`config.mk`:
```
export PLATFORM = sky130hd
export DESIGN_NAME = sdm_div_cell
export DESIGN_NICKNAME = d
export VERILOG_FILES = /design/src/rtl/sdm_div_cell.sv
export SDC_FILE = /design/constraint.sdc
export NUM_CORES = 1
export LEC_CHECK = 0
export BUFFER_PORTS_ARGS = -buffer_cell sky130_fd_sc_hd__buf_2
export CAP_MARGIN = 20
export CORE_MARGIN = 1
export CORE_UTILIZATION = 43
export CTS_CLUSTER_SIZE = 28
export DETAILED_ROUTE_END_ITERATION = 8
export GPL_TIMING_DRIVEN = 0
export PLACE_DENSITY = 0.76
export REMOVE_ABC_BUFFERS = 1
export SLEW_MARGIN = 10
export SYNTH_ARGS = -nofsm -noshare
export SYNTH_HDL_FRONTEND = slang
export SYNTH_SLANG_ARGS = --single-unit
export TNS_END_PERCENT = 1
```
`constraint.sdc`:
```
create_clock -name i_clk -period 2.1 [get_ports i_clk]
set_input_delay 0.105 -clock i_clk [delete_from_list [all_inputs] [get_ports i_clk]]
set_output_delay 0.105 -clock i_clk [all_outputs]
set_load 0.01 [all_outputs]
```
`src/rtl/sdm_div_cell.sv`:
```
module sdm_div_cell #(
    parameter int DW = 16,
    parameter int QW = 15
) (
    input  logic          i_clk,
    input  logic          i_en,
    input  logic [QW-1:0] i_n,
    input  logic [DW-1:0] i_rem,
    input  logic [DW-1:0] i_d,
    input  logic [QW-1:0] i_q,
    output logic [QW-1:0] o_n,
    output logic [DW-1:0] o_rem,
    output logic [DW-1:0] o_d,
    output logic [QW-1:0] o_q
);
    logic [DW:0]   w_t;
    logic [DW:0]   w_diff;
    logic          w_ge;
    logic [QW-1:0] r_n;
    logic [DW-1:0] r_rem;
    logic [DW-1:0] r_d;
    logic [QW-1:0] r_q;

    assign w_t    = {i_rem, i_n[QW-1]};
    assign w_diff = w_t - {1'b0, i_d};
    assign w_ge   = (w_t >= {1'b0, i_d});

    always_ff @(posedge i_clk) begin
        if (i_en) begin
            r_n   <= {i_n[QW-2:0], 1'b0};
            r_rem <= w_ge ? w_diff[DW-1:0] : w_t[DW-1:0];
            r_d   <= i_d;
            r_q   <= {i_q[QW-2:0], w_ge};
        end
    end

    assign o_n   = r_n;
    assign o_rem = r_rem;
    assign o_d   = r_d;
    assign o_q   = r_q;

endmodule

```
==> results of run 1 <==
==> layer usage <==
layer	track usage (%)	wire length (um)	vias up
met5	0	0	-
met4	7.27	24	0
met3	5.93	488	2
met2	31.8	3550	96
met1	22.9	3030	1111
li1	-	-	1180
==> worst paths after layout <==
kind | startpoint | endpoint | slack (ns) | cells past startpoint
worst max-delay path | i_d[15] | o_rem[10] | 0.01 | 8
worst min-delay path | i_rem[2] | o_rem[3] | 0.09 | 2
==> flip-flops by register name, summed over array words and instances (netlist names) <==
signal	flops
o_q	15
o_d	16
o_n	14
o_rem	16
==> placed cells by master, fill, tap and decap left out, types with 3 or more instances in the layout <==
cell	instances
buf_2	123
edfxtp_1	61
dlygate4sd3_1	44
inv_1	21
a21oi_1	12
o21ai_0	11
nor2_1	11
clkbuf_8	9
nand2_1	8
ha_1	8
a21o_1	7
mux2_2	7
mux2_4	6
xnor2_1	6
ha_2	4
ha_4	4
buf_4	4
nand3_1	3
o21a_1	3
a211oi_1	3
xor2_1	3
bufinv_16	3
buf_12	3
==> cells in the mapped netlist, types with 5 or more instances <==
library cell  instances  area (um2)
a211oi_1              5        37.5
a21o_1                7        52.6
a21oi_1              14        70.1
edfxtp_1             61        1830
ha_1                 16         200
inv_1                22        82.6
mux2_2                7        78.8
mux2_4                6        90.1
nand2_1               8        30.0
nor2_1               12        45.0
o21ai_0              12        60.1
xnor2_1               6        52.6
==> worst max-delay path, cell delays in order <==
cell,delay (ns)
dlygate4sd3_1,0.52
buf_2,0.13
inv_2,0.06
ha_4,0.21
a211o_1,0.34
a31oi_4,0.29
clkbuf_16,0.21
mux2_4,0.29
==> kinds of logic (layout without fill, tap and decap cells) <==
kind of cell             after synthesis  in the layout  synth area share, %
flip-flops                            61             61                 61.3
AO/OA/AOI/OAI                         55             55                 12.6
AND/OR/NAND/NOR                       33             33                 5.53
buffers and inverters                 27            213                 4.06
adder cells (fa/ha/maj)               17             17                 7.37
multiplexers                          15             15                 6.32
XOR/XNOR                               9              9                 2.64
other                                  1              1                0.126
==> timing repair <==
item / in CTS / in global routing
setup buffers: 2 / 4
resized for setup: 3 / 20
hold buffers: 44 / 0
endpoints found under the setup margin: 17 / 14
hold endpoints to repair: 44 / 0
cloned: 0 / 1
pin swaps: 2 / 7
==> through the flow <==
step | utilization, % | cell area [um2] | cells | worst slack (ns) | total power [mW]
6_report | 67.3 | 4540 | 484 | 0.0140 | 3.52
5_1_grt | 67.3 | 4540 | 484 | -0.0224 | 3.67
3_5_place_dp | 54.5 | 3680 | 417 | -0.746 | 2.17
4_1_cts | 65.2 | 4410 | 479 | 0.0312 | 3.48
2_1_floorplan | - | 2950 | 213 | -0.244 | 1.92
3_3_place_gp | 54.2 | 3660 | 416 | -0.708 | 2.16
==> final cells by class <==
class	count	area share [%]
Sequential cell	61	40.3
Clock buffer	11	2.89
Inverter	22	1.82
Tap cell	80	2.20
Multi-Input combinational cell	130	24.8
Timing Repair Buffer	175	25.8
Clock inverter	5	2.18
==> power by group <==
group,total [mW],switching [mW],internal [mW]
combinational,0.776,0.373,0.403
clock,1.23,0.445,0.783
sequential,1.51,0.0270,1.49
total,3.52,0.844,2.67
==> run summary, run 1 <==
outcome -> complete, no violations
layout cells sized above 1 -> 44.3%
largest net degree at the start of global routing -> 37
Yosys reg bits -> 61
final WL -> 7.09 mm
Clock Sinks -> 61
final RePlAce weighted congestion -> 0.793
FILL cells -> 507
CTS tree -> yes
Initial DRC Count -> 111
number of vias per cell -> 4.94
Yosys cell types -> 40
clock transition at the registers of the reported paths -> 0.07 ns
Synth Instances -> 218
wire per inst -> 14.7 um
sequential fraction of the synthesis area -> 61.3%
synth warn -> 0
Final period util -> 99.3%
final setup fails -> 0
die span in y -> 85.4 um
post-synthesis area per instance -> 13.7 um2
number of synthesized flops with an enable pin -> 61
hold crit path type -> primary input to flop
vias in the first global route -> 2,198
antenna viol nets, final -> 0
Multi-input gate area -> 1130 um2
P_leak -> 2.00 nW
relative slew slack -> 55.2%
CTS H-tree depth -> 3
first drt pass iteration count -> 4
Startpoint Class -> primary input
gr usage total -> 18.9%
antenna violations before repair -> 0
Post-layout nets -> 480
worst-path maximum fanout -> 5
Max Fclk -> 0.479 GHz
power per cell area -> 774 nW/um2
ys flop type -> edfxtp_1
clock buffer count from CTS -> 9
row cnt -> 30
max-slew violations -> 0
first-pass GRT wire length -> 10.5 mm
diode count -> 0
die width -> 85.4 um
hpwl dp -> 4.42 mm
Layout area overhead -> 52.1%
max-cap viol count -> 0
number of port buffers -> 123
Req. time, crit path -> 2.18 ns
sequential cell area -> 1830 um2
Peak VDD IR -> 306 uV
synthesized area -> 2990 um2
IO Count -> 126
Core Area -> 6760 um2
Period minus WS final -> 2.09 ns
Die Footprint -> 7290 um2
asr flop ratio synth -> 0%
GRT overflow -> 0
Tightest Pin Transition -> 0.672 ns
total number of vias -> 2,389
CP Class -> primary input to flop
Hold Fails Final Rpt -> 0
Worst EP arrival -> 2.17 ns
RSZ-0062 raised after global routing -> yes
initial core utilization -> 44.2%
Critical Path Sink Type -> flop
worst hold slack -> 0.0897 ns
Clock Tree Buf Depth -> 2
residual DRC count -> 0
root buf cell -> clkbuf_8
Total Neg Setup Slack -> 0 ns
Power figures use the tool's default switching activity.
==> run 2, diff against run 1 <==
SETUP_SLACK_MARGIN = 0.2   (was default)
==> run 2 against run 1 <==
Sequential power about the same. Via count increased by 3.6%. Clock-buffer cell count unchanged. Global-route usage increased by 2.1 points. Cell count increased by 2.5%. Flip-flop and latch count unchanged. Final area increased by 5.3%. Routed wire length increased by 7.1%. Largest cell class unchanged. Non-clock buffer count increased by 12. Worst setup slack improved by 0.15 ns. Power increased by 2.4%. First-iteration DRC count increased by 7.2%.
==> run summary, run 2 (synthesized netlist as in run 1, its figures left out) <==
final setup fails -> 0
GRT overflow -> 0
CTS H-tree depth -> 3
total number of vias -> 2,476
Req. time, crit path -> 2.18 ns
relative slew slack -> 57.1%
max-slew violations -> 0
placed cell area -> 3680 um2
Clock Sinks -> 61
power per cell area -> 753 nW/um2
most common library cell in the layout ignoring fill and taps -> buf_2
Clock Tree Buf Depth -> 2
Final WS setup -> 0.166 ns
first-pass GRT wire length -> 11.6 mm
RSZ-0062 raised after global routing -> yes
number of port buffers -> 123
antenna viol nets, final -> 0
Final period util -> 92.1%
crit-path most repeated cell -> buf_12
Max Fclk -> 0.517 GHz
clock transition at the registers of the reported paths -> 0.06 ns
pre-CTS setup slack -> -0.746 ns
Hold Fails Final Rpt -> 0
fin area -> 4780 um2
post-layout util -> 70.8%
most frequent cells in the layout -> buf_2, edfxtp_1, dlygate4sd3_1
Core Area -> 6760 um2
clock buffer count from CTS -> 9
hpwl dp -> 4.42 mm
initial core utilization -> 44.2%
die span in y -> 85.4 um
hold path start -> i_rem[9]
diode count -> 0
CP Class -> primary input to flop
Layout area overhead -> 60.1%
layout cells sized above 1 -> 47.8%
total power -> 3.60 mW
CP max stage cell -> or4_4
wire per inst -> 15.3 um
root buf cell -> clkbuf_8
IO Count -> 126
Die Footprint -> 7290 um2
Worst EP arrival -> 2.02 ns
hold crit path type -> primary input to flop
gr usage total -> 21.1%
row cnt -> 30
first drt pass iteration count -> 4
Startpoint Class -> primary input
antenna violations before repair -> 0
final WL -> 7.60 mm
Post-layout nets -> 492
worst hold slack -> 0.0815 ns
residual DRC count -> 0
max-cap viol count -> 0
largest net degree at the start of global routing -> 37
die width -> 85.4 um
number of vias per cell -> 4.99
final RePlAce weighted congestion -> 0.793
outcome -> complete, no violations
vias in the first global route -> 2,410
critical path cell sequence -> buf_2 -> ha_4 -> nand4_4 -> or4_4 -> o211ai_4 -> a31oi_4 -> buf_12 -> buf_12 -> mux2_4
CP peak stage delay -> 0.57 ns
Critical Path Sink Type -> flop
Initial DRC Count -> 119
Critical Path Start -> i_rem[12]
worst-path maximum fanout -> 7
Period minus WS final -> 1.93 ns
CTS tree -> yes
Tightest Pin Transition -> 0.644 ns
P_leak -> 2.07 nW
Peak VDD IR -> 313 uV
==> run 2: final timing paths <==
| check | endpoint | slack (ns) | cells past startpoint |
|---|---|---|---|
| setup / recovery | o_rem[14] | 0.17 | 9 |
| hold / removal | o_rem[10] | 0.08 | 2 |
==> run 2: metal layers <==
layer | wire length (um) | up-vias | global-route usage [%]
li1 | - | 1203 | -
met2 | 3840 | 99 | 37.2
met1 | 3180 | 1164 | 24.7
met5 | 0 | - | 0
met4 | 78 | 0 | 7.73
met3 | 504 | 10 | 5.64
==> run 2: metrics by stage <==
stage                     setup TNS [ns]  instances
after floorplan                    -3.00        213
after global placement            -10.67        416
after detailed placement          -11.26        417
after CTS                              0        494
after global routing                   0        496
final                                  0        496
==> run 2: power breakdown <==
| part | leakage [nW] | total [mW] | internal (mW) | switching, mW |
|---|---|---|---|---|
| clock | 0.115 | 1.22 | 0.783 | 0.440 |
| sequential | 0.597 | 1.51 | 1.49 | 0.0267 |
| combinational | 1.36 | 0.867 | 0.463 | 0.404 |
| total | 2.07 | 3.60 | 2.73 | 0.870 |
==> run 2: area by class of cell <==
type	instances	area [um2]
Inverter	22	85.1
Clock inverter	5	98.8
Tap cell	80	100
Sequential cell	61	1830
Fill cell	476	1970
Clock buffer	11	131
Multi-Input combinational cell	130	1220
Timing Repair Buffer	187	1320
==> run 2: what timing repair did <==
| action | in CTS | in global routing |
|---|---|---|
| hold buffers | 44 | 0 |
| pin swaps | 13 | 4 |
| gates resized for setup | 41 | 5 |
| endpoints found under the setup margin | 17 | 14 |
| buffers inserted | 16 | 2 |
| hold endpoints to repair | 44 | 0 |
| gates cloned | 1 | 0 |
==> run 2: critical path, delay by kind of cell <==
family          cells  cell delay [ns]
compound gates      2             0.24
fa+ha+maj           1             0.29
buf+inv             3             0.42
mux                 1             0.29
simple gates        2             0.67
