==> src/rtl/sdm_sqrt_cell.sv <==
module sdm_sqrt_cell #(
    parameter int VW = 32
) (
    input  logic            i_clk,
    input  logic            i_en,
    input  logic [VW-1:0]   i_v,
    input  logic [VW/2+1:0] i_rem,
    input  logic [VW/2-1:0] i_root,
    output logic [VW-1:0]   o_v,
    output logic [VW/2+1:0] o_rem,
    output logic [VW/2-1:0] o_root
);
    localparam int RW = VW / 2;

    logic [RW+3:0] w_t;
    logic [RW+3:0] w_trial;
    logic [RW+3:0] w_diff;
    logic          w_ge;
    logic [VW-1:0] r_v;
    logic [RW+1:0] r_rem;
    logic [RW-1:0] r_root;

    assign w_t     = {i_rem, i_v[VW-1:VW-2]};
    assign w_trial = {2'b00, i_root, 2'b01};
    assign w_diff  = w_t - w_trial;
    assign w_ge    = (w_t >= w_trial);

    always_ff @(posedge i_clk) begin
        if (i_en) begin
            r_v    <= {i_v[VW-3:0], 2'b00};
            r_rem  <= w_ge ? w_diff[RW+1:0] : w_t[RW+1:0];
            r_root <= {i_root[RW-2:0], w_ge};
        end
    end

    assign o_v    = r_v;
    assign o_rem  = r_rem;
    assign o_root = r_root;

endmodule

==> config.mk <==
export PLATFORM = sky130hd
export DESIGN_NAME = sdm_sqrt_cell
export DESIGN_NICKNAME = d
export VERILOG_FILES = /design/src/rtl/sdm_sqrt_cell.sv
export SDC_FILE = /design/constraint.sdc
export NUM_CORES = 1
export LEC_CHECK = 0
export BUFFER_PORTS_ARGS = -buffer_cell sky130_fd_sc_hd__buf_2
export CORE_MARGIN = 10
export CORE_UTILIZATION = 51
export CTS_CLUSTER_SIZE = 16
export DETAILED_ROUTE_END_ITERATION = 12
export PLACE_DENSITY = 0.85
export RECOVER_POWER = 50
export REMOVE_ABC_BUFFERS = 1
export SLEW_MARGIN = 20
export SYNTH_ARGS = -nofsm -noshare
export SYNTH_HDL_FRONTEND = slang
export SYNTH_SLANG_ARGS = --single-unit
export TNS_END_PERCENT = 10
==> constraint.sdc <==
create_clock -name i_clk -period 4.5 [get_ports i_clk]
set_input_delay 0.9 -clock i_clk [delete_from_list [all_inputs] [get_ports i_clk]]
set_output_delay 0.9 -clock i_clk [all_outputs]
set_load 0.02 [all_outputs]
==> summary.md, run 1 <==
| Metric | Value |
|---|---|
| Relative slew slack | `-8.20%` |
| Fraction of layout instances using a drive strength above 1 | `40.9%` |
| Multi-input gate area | `1100 um2` |
| Ys async rst share | `0%` |
| Finished Layout Cells | `448` |
| Post-CTS setup buffers | `0` |
| Tcrit/Tclk final | `74.6%` |
| Total Power | `0.00157 W` |
| Final Max Tran Viols | `30` |
| Global placement routability congestion | `0.831` |
| Failing checks | `capacitance limit, slew limit` |
| CTS resizes | `0` |
| CTS Buf Count | `9` |
| Die Ht | `98.4 um` |
| H-tree Lvls | `3` |
| CTS tree | `built` |
| Initial antenna violation count | `1` |
| Top-area cell type share of the netlist area | `61.2%` |
| Synthesized area | `3140 um2` |
| Nets | `455` |
| Core Area | `5960 um2` |
| Clk root buf | `clkbuf_8` |
| Worst EP required | `4530 ps` |
| Setup_tns | `0 ps` |
| Sequential area share after synthesis | `61.2%` |
| Reg clk slew, reported paths | `60 ps` |
| Min-Delay Endpoint | `o_v[12]$_DFFE_PP_` |
| Vias/cell | `5.34` |
| Peak ir drop on the vdd network | `200 uV` |
| Initial Util | `52.7%` |
| Port bufs | `131` |
| Critical path class | `in2reg` |
| Fill cell count | `469` |
| Vias in the first global route | `2,390` |
| Outcome | `finished with violations` |
| Post-synth EDFFs | `64` |
| Largest net degree at the start of global routing | `49` |
| CP endpoint kind | `flop` |
| DR iter-0 viols | `139` |
| Clock sinks | `64` |
| Placed cells | `432` |
| #FFs+latches synth | `64` |
| Cell Pwr Density | `390 nW/um2` |
| WP data arrival | `3390 ps` |
| Largest cells by area after synthesis | `edfxtp_1 (61%), ha_1 (7.2%), mux2_2 (4.7%)` |
| Leak Pwr | `1.76 nW` |
| # Max-Cap Violations | `1` |
| Cells after synthesis | `230` |
| Fmax | `298 MHz` |
| DRT Wirelength | `8500 um` |
| Register area | `1920 um2` |
| Worst-margin pin slew | `1620 ps` |
| I/O pins | `134` |
| RSZ-0062 raised after global routing | `no` |
| P&R area growth vs syn | `28.3%` |
| Hold path start | `i_v[10]` |
| Synth Flop Type | `edfxtp_1` |
| Hold Path Depth | `1` |
| Total number of vias | `2,392` |
| Largest area contributor in the netlist | `edfxtp_1` |
| Post-route ant nets | `0` |
| HP Class | `in2reg` |
| CP startpoint kind | `input port` |
| Clock buffer depth | `2` |
| Total track usage | `16.6%` |
| Row count | `28` |
| Crit-path max FO | `29` |
| First-pass GRT wire length | `12,800 um` |
| Routed len/inst | `19.0 um` |
| Total congestion overflow | `0` |
| Fin. Hold Viols | `0` |
| Minimum clock period | `3360 ps` |
| Final setup vio count | `0` |
| Hold buffers post-CTS | `0` |
| Die area | `9690 um2` |
| DRC viols | `0` |
| YS warnings | `0` |
| Hpwl dp | `6710 um` |
| Mean post-synth cell area | `13.6 um2` |
| DR pass1 iterations | `4` |
| Netlist cell types | `43` |
| Die W | `98.4 um` |
[worst max-delay path by stage]
| stage | start | to | slack, ps | cells past startpoint |
|---|---|---|---|---|
| 3_3_place_gp | i_root[7] | o_rem[7]$_DFFE_PP_ | 1290 | 8 |
| 5_1_grt | i_en | o_root[3]$_DFFE_PP_ | 940 | 3 |
| 4_1_cts | i_root[7] | o_rem[8]$_DFFE_PP_ | 1540 | 8 |
| 6_report | i_en | o_root[3]$_DFFE_PP_ | 1140 | 3 |
| 2_1_floorplan | i_root[7] | o_rem[10]$_DFFE_PP_ | 1670 | 7 |
| 3_5_place_dp | i_root[7] | o_rem[8]$_DFFE_PP_ | 1210 | 8 |
[critical path, cell delays in order]
cell and delay [ps]:
clkbuf_1 780, clkbuf_1 1240, buf_4 440
[flip-flops by register name, indices dropped and copies added, names as in the netlist]
name,cells
o_root,16
o_v,30
o_rem,18
[placed cells by master, fill, tap and decap left out, drive strengths merged, types with 4 or more instances in the layout]
cell type / Yosys / layout
a21oi: 15 / 15
buf: 5 / 121
clkbuf: 1 / 21
edfxtp: 64 / 64
ha: 18 / 18
inv: 20 / 20
mux2: 15 / 15
nand2: 12 / 12
nand3: 5 / 5
nor2: 11 / 11
nor3: 6 / 6
o21a: 6 / 6
o21ai: 6 / 6
xnor2: 10 / 10
xor2: 4 / 4
[final cells by class]
cell class                 count  share of cell area, %
antenna                        1                 0.0622
clock buffer                   9                   3.08
sequential                    64                   47.7
clock inverter                 5                   1.24
timing repair buffer         133                   16.2
inverter                      20                   1.87
multi-input combinational    141                   27.4
tap                           75                   2.33
[kinds of logic (layout without fill, tap and decap cells)]
| family | after synthesis | after routing | share of synthesized area [%] |
|---|---|---|---|
| flops | 64 | 64 | 61.2 |
| simple gates | 46 | 46 | 7.14 |
| compound gates | 43 | 43 | 10.4 |
| buf+inv | 26 | 167 | 3.67 |
| fa+ha+maj | 18 | 18 | 7.18 |
| mux | 18 | 18 | 6.34 |
| xor+xnor | 14 | 14 | 3.91 |
| other cells | 1 | 3 | 0.120 |
[cell usage after synthesis, types with 2 or more instances]
library cell,n
edfxtp_1,64
inv_1,20
ha_1,18
a21oi_1,15
mux2_2,13
nand2_1,12
nor2_1,11
xnor2_1,10
nor3_1,6
o21a_1,6
nand3_1,5
xor2_1,4
a211oi_1,3
a31oi_1,3
mux2i_1,3
nand2b_1,3
a21o_1,2
buf_2,2
buf_4,2
mux2_1,2
nand4_1,2
o21ai_0,2
o21ai_2,2
[report_power, final]
group | total [W] | switching, W | internal, W
logic | 0.000368 | 0.000225 | 0.000143
clock network | 0.000457 | 0.000212 | 0.000245
registers | 0.000746 | 0.0000148 | 0.000731
total | 0.00157 | 0.000452 | 0.00112
[layer usage]
metal  global-route usage [%]  routed length (um)  vias to the layer above
met4                     6.06                  83                        0
met2                     27.2                4150                      127
met1                     19.3                3370                     1117
met3                     6.42                 898                       10
met5                        0                   0                        -
li1                         -                   -                     1138
[per-stage QoR]
step	hold WS [ps]	util (%)	area (um2)	setup WS, ps
floorplan	999	-	3100	1670
global placement	1080	64.8	3860	1290
detailed placement	1080	64.8	3860	1210
CTS	727	67.7	4030	1540
global route	725	67.6	4030	944
finish	734	67.6	4030	1140
(Power assumes the default switching activity.)
==> inputs of run 2 (changes only) <==
--- a/config.mk
+++ b/config.mk
@@ -7,10 +7,10 @@
 export LEC_CHECK = 0
 export BUFFER_PORTS_ARGS = -buffer_cell sky130_fd_sc_hd__buf_2
 export CORE_MARGIN = 10
-export CORE_UTILIZATION = 51
+export CORE_UTILIZATION = 48
 export CTS_CLUSTER_SIZE = 16
 export DETAILED_ROUTE_END_ITERATION = 12
-export PLACE_DENSITY = 0.85
+export PLACE_DENSITY = 0.8
 export RECOVER_POWER = 50
 export REMOVE_ABC_BUFFERS = 1
 export SLEW_MARGIN = 20
==> constraint.sdc (replaced) <==
create_clock -name i_clk -period 3.4 [get_ports i_clk]
set_input_delay 0.68 -clock i_clk [delete_from_list [all_inputs] [get_ports i_clk]]
set_output_delay 0.68 -clock i_clk [all_outputs]
set_load 0.02 [all_outputs]
==> summary.md, run 2 (synthesis results as in run 1) <==
| Metric | Value |
|---|---|
| Outcome | `finished with violations` |
| Failing checks | `capacitance limit, slew limit` |
| Global placement routability congestion | `0.820 (-1.3%)` |
| Port bufs | `131 (unchanged)` |
| Vias/cell | `5.13 (-4.0%)` |
| Crit path from | `i_root[7]` |
| Clock buffer depth | `2 (unchanged)` |
| Critical path class | `in2reg` |
| DRT Wirelength | `8260 um (-2.8%)` |
| Clock sinks | `64 (unchanged)` |
| Nets | `456 (+0.22%)` |
| Reg clk slew, reported paths | `70 ps (about the same)` |
| CP endpoint kind | `flop` |
| Fin Hold WS | `520 ps (-214 ps)` |
| Commonest cells after routing, fill and taps aside | `buf_2 (108), edfxtp_1 (64), clkbuf_1 (24)` |
| Worst EP required | `3480 ps (-1050 ps)` |
| Clk root buf | `clkbuf_8` |
| Final Core Density | `63.5% (-4.0 points)` |
| Tcrit/Tclk final | `79.4%` |
| Largest net degree at the start of global routing | `38 (-22%)` |
| CTS resizes | `0 (unchanged)` |
| Setup_tns | `0 ps (unchanged)` |
| Cell Pwr Density | `517 nW/um2 (+32%)` |
| Total track usage | `15.8% (-0.76 points)` |
| Initial antenna violation count | `0 (-1)` |
| Fraction of layout instances using a drive strength above 1 | `38.7% (-2.2 points)` |
| RSZ-0062 raised after global routing | `no` |
| DR pass1 iterations | `4 (unchanged)` |
| # Max-Cap Violations | `1 (unchanged)` |
| Minimum clock period | `2700 ps` |
| Leak Pwr | `1.74 nW (-1.0%)` |
| H-tree Lvls | `3 (unchanged)` |
| Hold buffers post-CTS | `0 (unchanged)` |
| DRC viols | `0 (unchanged)` |
| Hpwl dp | `6570 um (-2.1%)` |
| Diodes inserted | `0 (-1)` |
| Crit-path max FO | `19 (-34%)` |
| Die Ht | `101 um (+2.5%)` |
| Most common cell after layout, fill and taps aside | `buf_2` |
| CTS Buf Count | `9 (unchanged)` |
| Vias in the first global route | `2,375 (-0.63%)` |
| Post-route ant nets | `0 (unchanged)` |
| Max reg flops | `30 (unchanged)` |
| Total congestion overflow | `0 (unchanged)` |
| First-pass GRT wire length | `12,600 um (-2.3%)` |
| DR iter-0 viols | `122 (-12%)` |
| Post-CTS setup buffers | `0 (unchanged)` |
| WP data arrival | `2780 ps (-610 ps)` |
| Fill cell count | `506 (+7.9%)` |
| Die area | `10,200 um2 (+5.0%)` |
| Peak ir drop on the vdd network | `367 uV (+83%)` |
| Row count | `29 (+3.6%)` |
| I/O pins | `134 (unchanged)` |
| Total number of vias | `2,317 (-3.1%)` |
| Fin. Hold Viols | `0 (unchanged)` |
| CP startpoint kind | `input port` |
| Fmax | `370 MHz` |
| Core Area | `6350 um2 (+6.6%)` |
| Routed len/inst | `18.3 um (-3.7%)` |
| CP Capture Point | `o_rem[7]$_DFFE_PP_` |
| Initial Util | `49.4% (-3.3 points)` |
| Relative slew slack | `-32.4% (-24 points)` |
| Final setup vio count | `0 (unchanged)` |
| Final Max Tran Viols | `38 (+27%)` |
| HP Class | `in2reg` |
| Worst-margin pin slew | `1990 ps (+364 ps)` |
| Die W | `101 um (+2.5%)` |
| P&R area growth vs syn | `28.6%` |
| CTS tree | `built` |
==> run 2: cell count changes in the layout (fill, tap and decap cells not counted) <==
cell | previous run | this run
clkbuf_1 | 12 | 24
clkinvlp_4 | 1 | 2
buf_4 | 1 | 3
diode_2 | 1 | 0
clkinv_2 | 1 | 3
buf_2 | 120 | 108
clkinv_1 | 2 | 0
==> run 2: worst max-delay path: stages <==
cell      delay [ps]
buf_2             80
inv_1             40
ha_1             400
a21oi_1          110
o21ai_1          230
a31oi_1          180
o211ai_4         640
mux2_2           420
==> run 2: cell type report <==
type                    count  area (um2)  area share, %
flip-flops and latches     64        1920           47.6
multi-input cells         141        1100           27.4
repair buffers            134         649           16.1
clock buffers              10         128           3.16
well taps                  77        96.3           2.39
inverters                  20        75.1           1.86
clock inverters             6        60.1           1.49
==> run 2: per-layer routing <==
metal / routed length, um / vias to the layer above / track usage [%]
li1: - / 1133 / -
met2: 3890 / 101 / 25.9
met5: 0 / - / 0
met3: 990 / 7 / 7.41
met1: 3290 / 1076 / 18.0
met4: 90 / 0 / 4.67
==> run 2: how the worst min path moves through the flow <==
stage	depth (start not counted)	slack, ps	end	from
after floorplan	0	780	o_root[10]$_DFFE_PP_	i_root[9]
after global placement	1	860	o_v[13]$_DFFE_PP_	i_v[11]
after detailed placement	1	860	o_v[24]$_DFFE_PP_	i_v[22]
after CTS	1	500	o_v[2]$_DFFE_PP_	i_v[0]
after global routing	1	500	o_v[27]$_DFFE_PP_	i_v[25]
final	1	520	o_v[2]$_DFFE_PP_	i_v[0]
==> run 2: metrics by stage <==
step	worst slack [ps]	std cells	power (W)	area (um2)
global placement	434	436	0.00148	3880
global route	596	452	0.00219	4040
floorplan	791	225	0.00131	3100
detailed placement	372	436	0.00149	3880
finish	699	452	0.00208	4040
CTS	716	452	0.00212	4060
==> run 2: power by group <==
part	internal, W	switching, W	total [W]
Combinational	0.000185	0.000296	0.000481
Clock	0.000335	0.000283	0.000617
Sequential	0.000968	0.0000188	0.000986
